==> config.mk <==
export PLATFORM = sky130hd
export DESIGN_NAME = erm_ctrl
export DESIGN_NICKNAME = d
export VERILOG_FILES = /design/src/erm_pkg.sv /design/src/erm_ctrl.sv
export SDC_FILE = /design/constraint.sdc
export NUM_CORES = 1
export LEC_CHECK = 0
export ABC_AREA = 1
export BUFFER_PORTS_ARGS = -buffer_cell sky130_fd_sc_hd__buf_2
export CORE_MARGIN = 8
export CORE_UTILIZATION = 40
export DETAILED_ROUTE_END_ITERATION = 8
export RECOVER_POWER = 100
export SYNTH_ARGS = -nofsm -noshare
export SYNTH_HDL_FRONTEND = slang
export SYNTH_SLANG_ARGS = --single-unit
==> constraint.sdc <==
create_clock -name clk -period 1.3 [get_ports clk]
set_input_delay 0.195 -clock clk [delete_from_list [all_inputs] [get_ports clk]]
set_output_delay 0.195 -clock clk [all_outputs]
set_load 0.01 [all_outputs]
==> src/erm_pkg.sv <==
// Shared types, constants and tables for the scheduling metric unit.
package erm_pkg;

	localparam int MAX_FLOWS_DEF  = 1024;
	localparam int FLOW_CAP_LIMIT = 2047;

	localparam int S_TDATA_W = 120;
	localparam int S_TUSER_W = 5;
	localparam int M_TDATA_W = 80;
	localparam int M_TUSER_W = 1;
	localparam int BW_W      = 24;

	localparam int DIV_NW = 48;
	localparam int DIV_DW = 32;

	localparam logic [23:0] RB_BW_RESET = 24'd180000;
	localparam logic [23:0] M24         = 24'hFFFFFF;
	localparam logic [39:0] M40         = 40'hFF_FFFF_FFFF;
	localparam logic [30:0] LOG10_2_Q32 = 31'd1292913986;
	localparam logic [30:0] LOG2E_Q30   = 31'd1549082005;
	localparam logic [29:0] LN2_Q30     = 30'd744261118;
	localparam logic [4:0]  ITER_LAST   = 5'd19;

	localparam logic [1:0] OP_ACC = 2'd0;
	localparam logic [1:0] OP_FIN = 2'd1;
	localparam logic [1:0] OP_MET = 2'd2;

	localparam logic [2:0] CLS_INF   = 3'd0;
	localparam logic [2:0] CLS_CBR   = 3'd1;
	localparam logic [2:0] CLS_TRACE = 3'd2;
	localparam logic [2:0] CLS_VOIP  = 3'd3;

	typedef enum logic [4:0] {
		DP_NOP, DP_LOAD, DP_LOG_INIT, DP_LOG_STEP, DP_L10, DP_WMUL, DP_WDIV, DP_WSTORE,
		DP_ACC, DP_FDIV, DP_FSTORE, DP_RMUL, DP_RDIV, DP_RSTORE, DP_PLAIN, DP_SQ_INIT,
		DP_SQ_STEP, DP_XDIV, DP_XSTORE, DP_YMUL, DP_TMUL, DP_E_MUL, DP_E_RECIP,
		DP_E_CORR, DP_M_MUL, DP_M_ADD, DP_M_FIN, DP_OUT
	} dp_op_t;

	typedef enum logic [4:0] {
		ST_IDLE, ST_DECODE, ST_LOG_INIT, ST_LOG, ST_L10, ST_WMUL, ST_WDIV, ST_WWAIT,
		ST_ACC, ST_FDIV, ST_FWAIT, ST_RMUL, ST_RDIV, ST_RWAIT, ST_PLAIN, ST_SQ_INIT,
		ST_SQ, ST_XDIV, ST_XWAIT, ST_YMUL, ST_TMUL, ST_E1, ST_E2, ST_E3, ST_MMUL,
		ST_MADD, ST_MFIN, ST_DONE
	} ctrl_state_t;

	typedef struct packed {
		dp_op_t     op;
		logic [4:0] n;
	} dp_cmd_t;

	typedef struct packed {
		logic [1:0] op;
		logic       counted;
		logic       pf;
		logic       div_done;
	} dp_sts_t;

	// floor(2^32 / n) for the series terms
	function automatic logic [32:0] recip(input logic [4:0] n);
		logic [32:0] r;
		case (n)
			5'd1:    r = 33'd4294967296;
			5'd2:    r = 33'd2147483648;
			5'd3:    r = 33'd1431655765;
			5'd4:    r = 33'd1073741824;
			5'd5:    r = 33'd858993459;
			5'd6:    r = 33'd715827882;
			5'd7:    r = 33'd613566756;
			5'd8:    r = 33'd536870912;
			5'd9:    r = 33'd477218588;
			5'd10:   r = 33'd429496729;
			5'd11:   r = 33'd390451572;
			5'd12:   r = 33'd357913941;
			5'd13:   r = 33'd330382099;
			5'd14:   r = 33'd306783378;
			5'd15:   r = 33'd286331153;
			5'd16:   r = 33'd268435456;
			5'd17:   r = 33'd252645135;
			5'd18:   r = 33'd238609294;
			5'd19:   r = 33'd226050910;
			5'd20:   r = 33'd214748364;
			default: r = '0;
		endcase
		return r;
	endfunction

endpackage

==> src/erm_ctrl.sv <==
// Controller: sequences the datapath and owns both stream handshakes.
module erm_ctrl import erm_pkg::*; (
	input  logic    clk,
	input  logic    arst_n,
	input  logic    s_tvalid,
	output logic    s_tready,
	output logic    m_tvalid,
	input  logic    m_tready,
	input  dp_sts_t sts,
	output dp_cmd_t cmd
);

	ctrl_state_t state_q, state_d;
	logic [4:0]  iter_q;
	logic        ovalid_q;
	logic        out_free;

	assign out_free = !ovalid_q || m_tready;

	always_comb begin
		state_d = state_q;
		case (state_q)
			ST_IDLE:     if (s_tvalid) state_d = ST_DECODE;
			ST_DECODE: begin
				case (sts.op)
					OP_ACC:  state_d = sts.counted ? ST_LOG_INIT : ST_DONE;
					OP_FIN:  state_d = ST_FDIV;
					OP_MET:  state_d = ST_RMUL;
					default: state_d = ST_DONE;
				endcase
			end
			ST_LOG_INIT: state_d = ST_LOG;
			ST_LOG:      if (iter_q == ITER_LAST) state_d = ST_L10;
			ST_L10:      state_d = ST_WMUL;
			ST_WMUL:     state_d = ST_WDIV;
			ST_WDIV:     state_d = ST_WWAIT;
			ST_WWAIT:    if (sts.div_done) state_d = (sts.op == OP_ACC) ? ST_ACC : ST_SQ_INIT;
			ST_ACC:      state_d = ST_DONE;
			ST_FDIV:     state_d = ST_FWAIT;
			ST_FWAIT:    if (sts.div_done) state_d = ST_DONE;
			ST_RMUL:     state_d = ST_RDIV;
			ST_RDIV:     state_d = ST_RWAIT;
			ST_RWAIT:    if (sts.div_done) state_d = sts.pf ? ST_PLAIN : ST_LOG_INIT;
			ST_PLAIN:    state_d = ST_DONE;
			ST_SQ_INIT:  state_d = ST_SQ;
			ST_SQ:       if (iter_q == ITER_LAST) state_d = ST_XDIV;
			ST_XDIV:     state_d = ST_XWAIT;
			ST_XWAIT:    if (sts.div_done) state_d = ST_YMUL;
			ST_YMUL:     state_d = ST_TMUL;
			ST_TMUL:     state_d = ST_E1;
			ST_E1:       state_d = ST_E2;
			ST_E2:       state_d = ST_E3;
			ST_E3:       state_d = (iter_q == ITER_LAST) ? ST_MMUL : ST_E1;
			ST_MMUL:     state_d = ST_MADD;
			ST_MADD:     state_d = ST_MFIN;
			ST_MFIN:     state_d = ST_DONE;
			ST_DONE:     if (out_free) state_d = ST_IDLE;
			default:     state_d = ST_IDLE;
		endcase
	end

	always_comb begin
		cmd.n  = iter_q + 5'd1;
		cmd.op = DP_NOP;
		case (state_q)
			ST_IDLE:     if (s_tvalid) cmd.op = DP_LOAD;
			ST_LOG_INIT: cmd.op = DP_LOG_INIT;
			ST_LOG:      cmd.op = DP_LOG_STEP;
			ST_L10:      cmd.op = DP_L10;
			ST_WMUL:     cmd.op = DP_WMUL;
			ST_WDIV:     cmd.op = DP_WDIV;
			ST_WWAIT:    if (sts.div_done) cmd.op = DP_WSTORE;
			ST_ACC:      cmd.op = DP_ACC;
			ST_FDIV:     cmd.op = DP_FDIV;
			ST_FWAIT:    if (sts.div_done) cmd.op = DP_FSTORE;
			ST_RMUL:     cmd.op = DP_RMUL;
			ST_RDIV:     cmd.op = DP_RDIV;
			ST_RWAIT:    if (sts.div_done) cmd.op = DP_RSTORE;
			ST_PLAIN:    cmd.op = DP_PLAIN;
			ST_SQ_INIT:  cmd.op = DP_SQ_INIT;
			ST_SQ:       cmd.op = DP_SQ_STEP;
			ST_XDIV:     cmd.op = DP_XDIV;
			ST_XWAIT:    if (sts.div_done) cmd.op = DP_XSTORE;
			ST_YMUL:     cmd.op = DP_YMUL;
			ST_TMUL:     cmd.op = DP_TMUL;
			ST_E1:       cmd.op = DP_E_MUL;
			ST_E2:       cmd.op = DP_E_RECIP;
			ST_E3:       cmd.op = DP_E_CORR;
			ST_MMUL:     cmd.op = DP_M_MUL;
			ST_MADD:     cmd.op = DP_M_ADD;
			ST_MFIN:     cmd.op = DP_M_FIN;
			ST_DONE:     if (out_free) cmd.op = DP_OUT;
			default:     cmd.op = DP_NOP;
		endcase
	end

	always_ff @(posedge clk or negedge arst_n) begin
		if (!arst_n) begin
			state_q  <= ST_IDLE;
			iter_q   <= '0;
			ovalid_q <= 1'b0;
		end else begin
			state_q <= state_d;
			case (state_q)
				ST_LOG_INIT, ST_SQ_INIT, ST_TMUL: iter_q <= '0;
				ST_LOG, ST_SQ, ST_E3:             iter_q <= iter_q + 5'd1;
				default: ;
			endcase
			// hold the result until the downstream transaction completes
			if (state_q == ST_DONE && out_free) ovalid_q <= 1'b1;
			else if (m_tready)                  ovalid_q <= 1'b0;
		end
	end

	assign s_tready = (state_q == ST_IDLE);
	assign m_tvalid = ovalid_q;

endmodule

# After elaboration in Yosys (flattened, before gate mapping)
# Index checks and enable logic that the tools add are counted.
# W data, S select, Z words.
totals:
  regBits: 11
op_classes:
  n_reduce_logical: 11
  addsub: 1
  eq_ne: 38
  n_mux: 24
ops:
  columns: ["op", "n"]
  rows:
  - ["$pmux W5 S27", 1]
  - ["$pmux W5 S26", 1]
  - ["$eq A5 B5 Y1 const B", 13]
  - ["$mux W5", 11]
  - ["$eq A5 B4 Y1 const B", 8]
  - ["$eq A5 B3 Y1 const B", 4]
  - ["$mux W4", 4]
  - ["$ne A2 B2 Y1 const B", 8]
  - ["$pmux W5 S3", 1]
  - ["$eq A5 B2 Y1 const B", 2]
  - ["$pmux W5 S2", 1]
  - ["$reduce_or A3 Y1", 3]
  - ["$reduce_and A8 Y1", 1]
  - ["$mux W3", 2]
  - ["$add A5 B1 Y5 const B", 1]
  - ["$eq A5 B1 Y1 const B", 1]
  - ["$logic_not A5 Y1", 1]
  - ["$reduce_bool A2 Y1", 2]
  - ["$mux W1", 3]
  - ["$eq A2 B1 Y1 const B", 1]
  - ["$eq A2 B2 Y1 const B", 1]
  - ["$logic_not A2 Y1", 1]
  - ["$logic_and A1 B1 Y1", 1]
  - ["$logic_not A1 Y1", 1]
  - ["$logic_or A1 B1 Y1", 1]

# Logic depth before layout (Yosys ltp)
# Gate-level depths: netlist of run 1.
depth:
  depth_word: 4
  mapped_depth: 12
  ltp_nobuf: 12

# Worst setup path after synthesis of run 1
# Ideal clock, no wire load.
synth_timing:
  path_kind: "register to output"
  from: "register state_q[4]"
  to: "output cmd[6] (netlist bit)"
  t_required_ns: 1.105
  arrival_ns: 1.183
  path_slack_ns: -0.078
  path_stages_with_launch: 8
  cell_sequence: "dfrtp_1 buf_2 buf_2 nor3_1 nand2_1 nand2_1 nor2_1 nand3_1"
synth_rtl:
  columns: ["element", "line", "text"]
  rows:
  - ["start: declaration", "erm_ctrl.sv:13", "ctrl_state_t state_q, state_d;"]
  - ["start signal: assignment", "erm_ctrl.sv:103", "state_q <= state_d;"]
  - ["end: declaration", "erm_ctrl.sv:10", "output dp_cmd_t cmd"]

==> results of run 1 <==
[path summary, 6_finish.rpt]
path                                  from          to  slack, ns  depth (start not counted)
worst max-delay path            state_q[0]      cmd[9]      -0.53                          7
worst min-delay path              m_tready    m_tvalid       0.25                          4
worst max register to register  state_q[0]  state_q[0]      -0.50                         11
worst min register to register  state_q[3]  state_q[3]       0.61                          2
max in group asynchronous           arst_n  state_q[0]       0.40                          2
min in group asynchronous           arst_n   iter_q[4]       0.45                          2
[registers in the layout, indices dropped and copies added, names as in the netlist]
register / flops
state_q: 5
m_tvalid: 1
iter_q: 5
[routing by layer]
metal	part of all wire (%)	vias to the layer above
met1	42	907
met4	3.6	0
met2	49	90
met3	6.1	23
met5	0	-
li1	-	954
[cells in the final DEF, fill, tap and decap left out, drive strengths merged]
cell / netlist / routed
nand3: 34 / 34
ha: 4 / 4
a21oi: 2 / 2
buf: 6 / 99
nor2: 44 / 44
xor2: 3 / 3
o21ai: 13 / 13
dlygate4sd3: 0 / 1
o211ai: 1 / 1
nand4: 6 / 6
inv: 37 / 37
nor3: 5 / 5
clkbuf: 0 / 7
and3: 1 / 1
nand2: 72 / 72
dfrtp: 11 / 11
[timing repair]
item,CTS,global route
pin swaps,15,13
gates cloned,0,1
endpoints found under the setup margin,21,20
buffers inserted,20,9
resized for setup,46,34
endpoints found under the hold margin,11,0
hold buffers,1,0
[cell type report]
cell class	count	area, sq um	share of cell area, %
flip-flops and latches	11	282	11.4
inverters	37	149	6.00
repair buffers	103	805	32.4
multi-input cells	185	1160	46.8
well taps	46	57.6	2.32
clock buffers	4	26.3	1.06
[cells by family (layout without fill, tap and decap cells)]
group	after synthesis	in the layout	synth area share [%]
AOI/OAI and AO/OA	16	16	7.05
xor gates and xnor gates	3	3	1.90
adders and majority gates	4	4	3.62
buffers and inverters	43	144	13.4
DFF	11	11	19.9
and+or+nand+nor	162	162	54.2
[critical path: cells and delay by family, from the launching register on]
family,cells,cell delay (ns)
DFF,1,0.46
buffers and inverters,2,0.30
and+or+nand+nor,5,0.60
[through the flow]
step	instances	instance area, sq um	hold WS (ns)	setup slack, ns	total power [W]
after global placement	353	1920	0.0788	-0.446	0.00423
after CTS	378	2270	0.223	-0.477	0.00511
after detailed placement	353	1920	0.0796	-0.414	0.00420
after floorplan	239	1390	-0.101	-0.0114	0.00264
final	386	2480	0.252	-0.529	0.00572
after global routing	386	2480	0.291	-0.609	0.00611
[where the power goes]
part           internal [W]  total (W)  switching, W
clock network      0.000119   0.000236      0.000117
logic               0.00223    0.00477       0.00254
registers          0.000480   0.000708      0.000227
==> results_dict.tcl, run 1 <==
set metrics [dict create \
    drv_slew 0 \
    met3_usage_pct 2.13 \
    tns_ns -7.29 \
    slowest_stage "dfrtp_2" \
    ys_top_cells_by_area "dfrtp_1 20%, nand2_1 17%, nand3_1 12%" \
    htree_levels 1 \
    nets 354 \
    num_antenna_cells 0 \
    gr-usage-met1_pct 24.8 \
    post-synth-top-area-fraction_pct 19.9 \
    synth_edf_count 0 \
    critPathMaxFanout 5 \
    grtUsageMet2_pct 33.4 \
    finalSetupViolCount 19 \
    die_h_um 74.8 \
    p_leak_nw 1.36 \
    finalHoldViolCount 0 \
    cp.required_ns 1.11 \
    cts_made_buffers 3 \
    fin_crit_ns 1.83 \
    max-cap-violations 0 \
    hpwl_um 3690 \
    drt-initial-drc-count 170 \
    powerDensity_nw_per_um2 2310 \
    grt_pass1_wl_um 8490 \
    vdd_drop_max_v 0.00150 \
    drtPass1Iterations 4 \
    fin_util_pct 74.3 \
    cts_tree "yes" \
    crit_type "register to output pin" \
    synth.most_common_cell "nand2_1" \
    postSynthCellCount 239 \
    rows 21 \
    syn-num-nets 252 \
    yosysWarningCount 0 \
    num_vias 1974 \
    grt_pass1_vias 1848 \
    grt_max_degree 12 \
    core_area_sq_um 3340 \
    cp-end-kind "output pin" \
    yosys.area.top_type "dfrtp_1" \
    track_usage_pct 19.6 \
    clkLatencyLatePin_ns 0.27 \
    tightestPinTransition_ns 0.640 \
    remaining_drc_errors 0 \
    fillers 260 \
    period_share_pct 141 \
    startpoint_type "register" \
    area_growth_pct 79.2 \
    avgSynthCellArea_sq_um 5.79 \
    path_clk_slew_ns 0.07 \
    crit_path_frequent_cell "nor2_4" \
    max_stage_delay_ns 0.46 \
    ys.flop_type "dfrtp_1" \
    cts_buffer_depth 2 \
    netlist_area_sq_um 1380 \
    grt-ovfl-total 0 \
    place.gp.congestion 1.01 \
    start_util_pct 41.5 \
    hp-class "input port to register" \
    wl_um 5700 \
    wl_per_cell_um 14.8 \
    worst_clock_skew_ns 0.00428 \
    yosysUniqueCellTypes 26 \
    crit_chain "buf_4 -> nor2_4 -> nand3_2 -> nand2_2 -> nor2_4 -> nand4_1 -> buf_2" \
    die_w_um 74.8 \
    antenna_found_initial 0 \
    slew-limit-headroom_pct 57.3 \
    io_pins 21 \
    cts.sinks 11 \
    critPathArrivalTime_ns 1.63 \
    cts-root-buf "clkbuf_4" \
    clock.fmax_mhz 547 \
    die_area_sq_um 5600 \
    yosysSeqAreaShare_pct 19.9 \
    postRouteAntennaNets 0 \
    portBuffers 20 \
    ys_ff_latch 11 \
    layout-drive-gt1-share_pct 52.6 \
    worst_slack_ns -0.529 \
    failed_checks "setup timing" \
    synthArstFlopShare_pct 100 \
    status "finished, violations left" \
    grt_busiest_layer "met2" \
    grt_setup_unrepaired "yes" \
    yosys-top-cells-count "64 x nand2_1, 36 x nor2_1, 32 x nand3_1" \
    via_per_inst 5.11 \
]
Power figures use the tool's default switching activity.
==> run 2, diff against run 1 <==
--- a/config.mk
+++ b/config.mk
@@ -7,8 +7,10 @@
 export LEC_CHECK = 0
 export ABC_AREA = 1
 export BUFFER_PORTS_ARGS = -buffer_cell sky130_fd_sc_hd__buf_2
+export CORE_ASPECT_RATIO = 1.2
 export CORE_MARGIN = 8
 export CORE_UTILIZATION = 40
+export CTS_BUF_LIST = sky130_fd_sc_hd__clkbuf_4 sky130_fd_sc_hd__clkbuf_8
 export DETAILED_ROUTE_END_ITERATION = 8
 export RECOVER_POWER = 100
 export SYNTH_ARGS = -nofsm -noshare
==> run 2 against run 1 <==
Against the previous run:
- the flow still finishes with violations (setup timing)
- register-to-register slack better by 0.20 ns
- setup slack improved by 0.051 ns
- combinational power is 7.8% lower
- non-clock buffer count shrank 13
- clock skew fell by 0.0034 ns
- design area down 7.9%
- wire length down 10%
==> results_dict.tcl, run 2 (same netlist as run 1, synthesis figures left out) <==
set metrics [dict create \
    drt-initial-drc-count 135 \
    drv_slew 0 \
    place.gp.congestion 0.904 \
    remaining_drc_errors 0 \
    final-instance-count-excl-fill 364 \
    path_clk_slew_ns 0.05 \
    dp.cells 346 \
    slew-limit-headroom_pct 57.9 \
    grt-ovfl-total 0 \
    grt_busiest_layer "met2" \
    hold_end "m_tvalid" \
    p_leak_nw 1.28 \
    drtPass1Iterations 4 \
    postRouteAntennaNets 0 \
    start_util_pct 41.5 \
    worstHoldStart "m_tready" \
    max-cap-violations 0 \
    cp-end-kind "output pin" \
    tightestPinTransition_ns 0.631 \
    met3_usage_pct 2.59 \
    wl_um 5110 \
    gr-usage-met1_pct 18.4 \
    cts_tree "yes" \
    grt_max_degree 13 \
    grtUsageMet2_pct 32.5 \
    rr_worst_depth 12 \
    clkLatencyLatePin_ns 0.24 \
    final_cell_mix "59 x buf_4, 56 x nand2_1, 29 x nor2_1, 27 x nand3_1, 26 x inv_1" \
    portBuffers 20 \
    wl_per_cell_um 14.0 \
    nets 341 \
    fillers 307 \
    htree_levels 1 \
    finalHoldViolCount 0 \
    cp.required_ns 1.11 \
    grt_setup_unrepaired "yes" \
    startpoint_type "register" \
    powerDensity_nw_per_um2 2370 \
    tns_ns -5.59 \
    via_per_inst 5.16 \
    finalSetupViolCount 20 \
    die_h_um 80.4 \
    track_usage_pct 17.4 \
    period_share_pct 137 \
    critPathMaxFanout 8 \
    layout-drive-gt1-share_pct 48.0 \
    num_antenna_cells 0 \
    critPathArrivalTime_ns 1.58 \
    hpwl_um 3870 \
    crit_type "register to output pin" \
    die_area_sq_um 5610 \
    clock.fmax_mhz 562 \
    grt_pass1_vias 1829 \
    reg2reg_setup_slack_ns -0.30 \
    cts-root-buf "clkbuf_8" \
    area_growth_pct 65.0 \
    num_vias 1877 \
    die_w_um 69.7 \
    worst_clock_skew_ns 0.000887 \
    rows 23 \
    cts_buffer_depth 2 \
    cts_made_buffers 3 \
    status "finished, violations left" \
    grt_pass1_wl_um 7980 \
    core_area_sq_um 3340 \
    vdd_drop_max_v 0.00169 \
    worst_slack_ns -0.478 \
    hold_slack_ns 0.254 \
    fin_crit_ns 1.78 \
    io_pins 21 \
    failed_checks "setup timing" \
    final_common_cell "buf_4" \
    cts.sinks 11 \
    whs_path_depth 4 \
    r2r_start "state_q[3]" \
    r2r_end "state_q[1]" \
    hp-class "input port to register" \
    antenna_found_initial 0 \
]
==> run 2: changes by cell type in the layout (fill, tap and decap cells not counted), sizes merged <==
cell,before,now
buf,99,86
==> run 2: area by class of cell <==
cell class	count	area [sq um]	area share [%]
clock buffer	4	48.8	2.14
inverter	37	151	6.63
multi-input combinational	185	1090	47.6
sequential	11	280	12.3
tap	37	46.3	2.03
timing repair buffer	90	669	29.3
==> run 2: metal layers <==
metal  vias to the layer above  wire [um]
li1                        928          -
met1                       855       2040
met2                        76       2610
met3                        18        261
met4                         0        199
met5                         -          0
==> run 2: timing repair <==
item / 4_1_cts / 5_1_grt
resized for setup: 38 / 25
setup buffers: 10 / 3
endpoints found under the hold margin: 11 / 0
hold buffers: 1 / 0
endpoints found under the setup margin: 20 / 20
pin swaps: 17 / 9
==> run 2: worst max-delay path: stages (launching register included) <==
cell and delay, ns:
dfrtp_2 0.45, inv_4 0.09, nor2_4 0.24, nand2_2 0.12, o21ai_2 0.16, nor2_1 0.09
nand3_1 0.07, buf_2 0.12
==> run 2: per-stage QoR <==
step	utilization (%)	area (sq um)	power (W)	setup WS (ns)
2_1_floorplan	-	1390	0.00264	-0.0114
3_3_place_gp	57.3	1910	0.00426	-0.346
3_5_place_dp	57.3	1910	0.00423	-0.344
4_1_cts	65.5	2190	0.00510	-0.470
5_1_grt	68.4	2280	0.00584	-0.538
6_report	68.4	2280	0.00541	-0.478
==> run 2: worst max-delay path by stage <==
stage / start / end / slack (ns) / depth (start not counted)
global placement: state_q[0] / cmd[6] / -0.35 / 7
detailed placement: state_q[0] / cmd[6] / -0.34 / 7
global route: state_q[2] / cmd[6] / -0.54 / 7
floorplan: state_q[0] / state_q[0] / -0.01 / 11
CTS: state_q[3] / cmd[5] / -0.47 / 8
finish: state_q[3] / cmd[6] / -0.48 / 7
==> run 2: power breakdown <==
| part | switching, W | internal (W) | leakage [nW] |
|---|---|---|---|
| clock network | 0.000128 | 0.000236 | 0.0262 |
| logic | 0.00241 | 0.00199 | 1.11 |
| registers | 0.000160 | 0.000480 | 0.139 |
| total | 0.00270 | 0.00271 | 1.28 |
==> run 3, diff against run 2 <==
--- a/config.mk
+++ b/config.mk
@@ -6,13 +6,14 @@
 export NUM_CORES = 1
 export LEC_CHECK = 0
 export ABC_AREA = 1
-export BUFFER_PORTS_ARGS = -buffer_cell sky130_fd_sc_hd__buf_2
+export BUFFER_PORTS_ARGS = -buffer_cell sky130_fd_sc_hd__buf_4
 export CORE_ASPECT_RATIO = 1.2
 export CORE_MARGIN = 8
 export CORE_UTILIZATION = 40
 export CTS_BUF_LIST = sky130_fd_sc_hd__clkbuf_4 sky130_fd_sc_hd__clkbuf_8
 export DETAILED_ROUTE_END_ITERATION = 8
 export RECOVER_POWER = 100
+export SLEW_MARGIN = 40
 export SYNTH_ARGS = -nofsm -noshare
 export SYNTH_HDL_FRONTEND = slang
 export SYNTH_SLANG_ARGS = --single-unit
==> run 3 against run 2 <==
Against the previous run:
- the flow still finishes with violations (setup timing)
- wire length up 20%
- power up 17%
- global-route usage up 0.23 points
- clock-buffer cell count unchanged
- first-iteration DRC count up 53%
- critical endpoint is now cmd[9]
- via count up 7.3%
==> results_dict.tcl, run 3 (same netlist as run 1, synthesis figures left out) <==
set metrics [dict create \
    status "finished, violations left" \
    failed_checks "setup timing" \
    drt-initial-drc-count 206 \
    start_util_pct 41.5 \
    grt_max_degree 12 \
    final_common_cell "buf_4" \
    die_area_sq_um 5610 \
    period_share_pct 138 \
    antenna_found_initial 0 \
    layout-drive-gt1-share_pct 57.8 \
    portBuffers 20 \
    max-cap-violations 0 \
    place.gp.congestion 0.999 \
    power.switching_w 0.00310 \
    powerDensity_nw_per_um2 2430 \
    startpoint_type "register" \
    worst_clock_skew_ns 0.00984 \
    postRouteAntennaNets 0 \
    placed_cell_area_sq_um 1920 \
    hold_slack_ns 0.301 \
    critPathArrivalTime_ns 1.60 \
    grt-ovfl-total 0 \
    path_clk_slew_ns 0.06 \
    via_per_inst 5.33 \
    cts_made_buffers 3 \
    die_h_um 80.4 \
    crit_type "register to output pin" \
    power.share.clock_pct 5.9 \
    hpwl_um 3830 \
    core_area_sq_um 3340 \
    critPathMaxFanout 6 \
    p_comb_share_pct 83.2 \
    wl_per_cell_um 16.2 \
    fin_crit_ns 1.80 \
    drtPass1Iterations 5 \
    cts_tree "yes" \
    dp_slack_ns -0.421 \
    vdd_drop_max_v 0.00172 \
    finalHoldViolCount 0 \
    die_w_um 69.7 \
    htree_levels 1 \
    slew-limit-headroom_pct 57.9 \
    cts.sinks 11 \
    clkLatencyLatePin_ns 0.24 \
    cts-root-buf "clkbuf_8" \
    hp-class "input port to register" \
    cp.required_ns 1.11 \
    fin_util_pct 77.9 \
    clock.fmax_mhz 556 \
    p_leak_nw 1.38 \
    tns_ns -6.25 \
    final_area_sq_um 2600 \
    num_vias 2014 \
    drv_slew 0 \
    num_antenna_cells 0 \
    tightestPinTransition_ns 0.632 \
    wl_um 6110 \
    worst_slack_ns -0.498 \
    remaining_drc_errors 0 \
    grt_pass1_vias 1728 \
    track_usage_pct 17.6 \
    swShare_pct 49.2 \
    grt_setup_unrepaired "yes" \
    cts_buffer_depth 2 \
    p_int_w 0.00320 \
    grt_pass1_wl_um 8160 \
    io_pins 21 \
    seq_power_share_pct 10.8 \
    final_cell_mix "77 x buf_4, 49 x nand2_1, 27 x nor2_1, 22 x inv_1, 21 x buf_6" \
    area_growth_pct 87.9 \
    finalSetupViolCount 19 \
    rows 23 \
    nets 355 \
    cp-end-kind "output pin" \
]
run 3: worst paths after layout:
path	from	to	slack, ns	cells past startpoint
max reg2reg	state_q[0]	state_q[2]	-0.35	10
min reg2reg	iter_q[4]	iter_q[4]	0.61	2
max in group asynchronous	arst_n	state_q[1]	0.37	2
min	m_tready	m_tvalid	0.30	4
max	state_q[2]	cmd[9]	-0.50	7
min in group asynchronous	arst_n	m_tvalid	0.48	2
run 3: power by group through the flow:
stage	Combinational, W	Sequential (W)	Clock, W
after global routing	0.00560	0.000699	0.000397
after detailed placement	0.00362	0.000661	0
final	0.00525	0.000684	0.000372
after CTS	0.00437	0.000662	0.000372
after floorplan	0.00211	0.000533	0
after global placement	0.00365	0.000659	0
run 3: metal layers:
layer | vias to the layer above | global-route usage (%) | wire length (um)
met4 | 0 | 5.84 | 208
met5 | - | 0 | 0
li1 | 955 | - | -
met2 | 96 | 31.9 | 3070
met3 | 21 | 2.59 | 341
met1 | 942 | 20.8 | 2500
run 3: cell type report:
class,instances,area (sq um)
Clock buffer,4,48.8
Timing Repair Buffer,104,861
Inverter,37,154
Sequential cell,11,282
Tap cell,37,46.3
Multi-Input combinational cell,185,1210
Fill cell,232,738
run 3: stage by stage:
stage | cells | total power (W)
6_report | 378 | 0.00631
3_3_place_gp | 340 | 0.00431
3_5_place_dp | 340 | 0.00428
2_1_floorplan | 239 | 0.00264
5_1_grt | 378 | 0.00670
4_1_cts | 360 | 0.00540
run 3: worst max-delay path: stages, from the launching register on:
cell	delay [ns]
dfrtp_2	0.48
buf_6	0.16
nor2_4	0.15
nand3_2	0.11
o21ai_2	0.18
nor2_1	0.07
nand4_1	0.09
buf_4	0.12
run 3: what timing repair did:
item,4_1_cts,5_1_grt
setup buffers,15,21
hold buffers,1,0
endpoints found under the setup margin,20,20
pin swaps,31,34
resized for setup,55,57
cloned,0,1
endpoints found under the hold margin,11,0
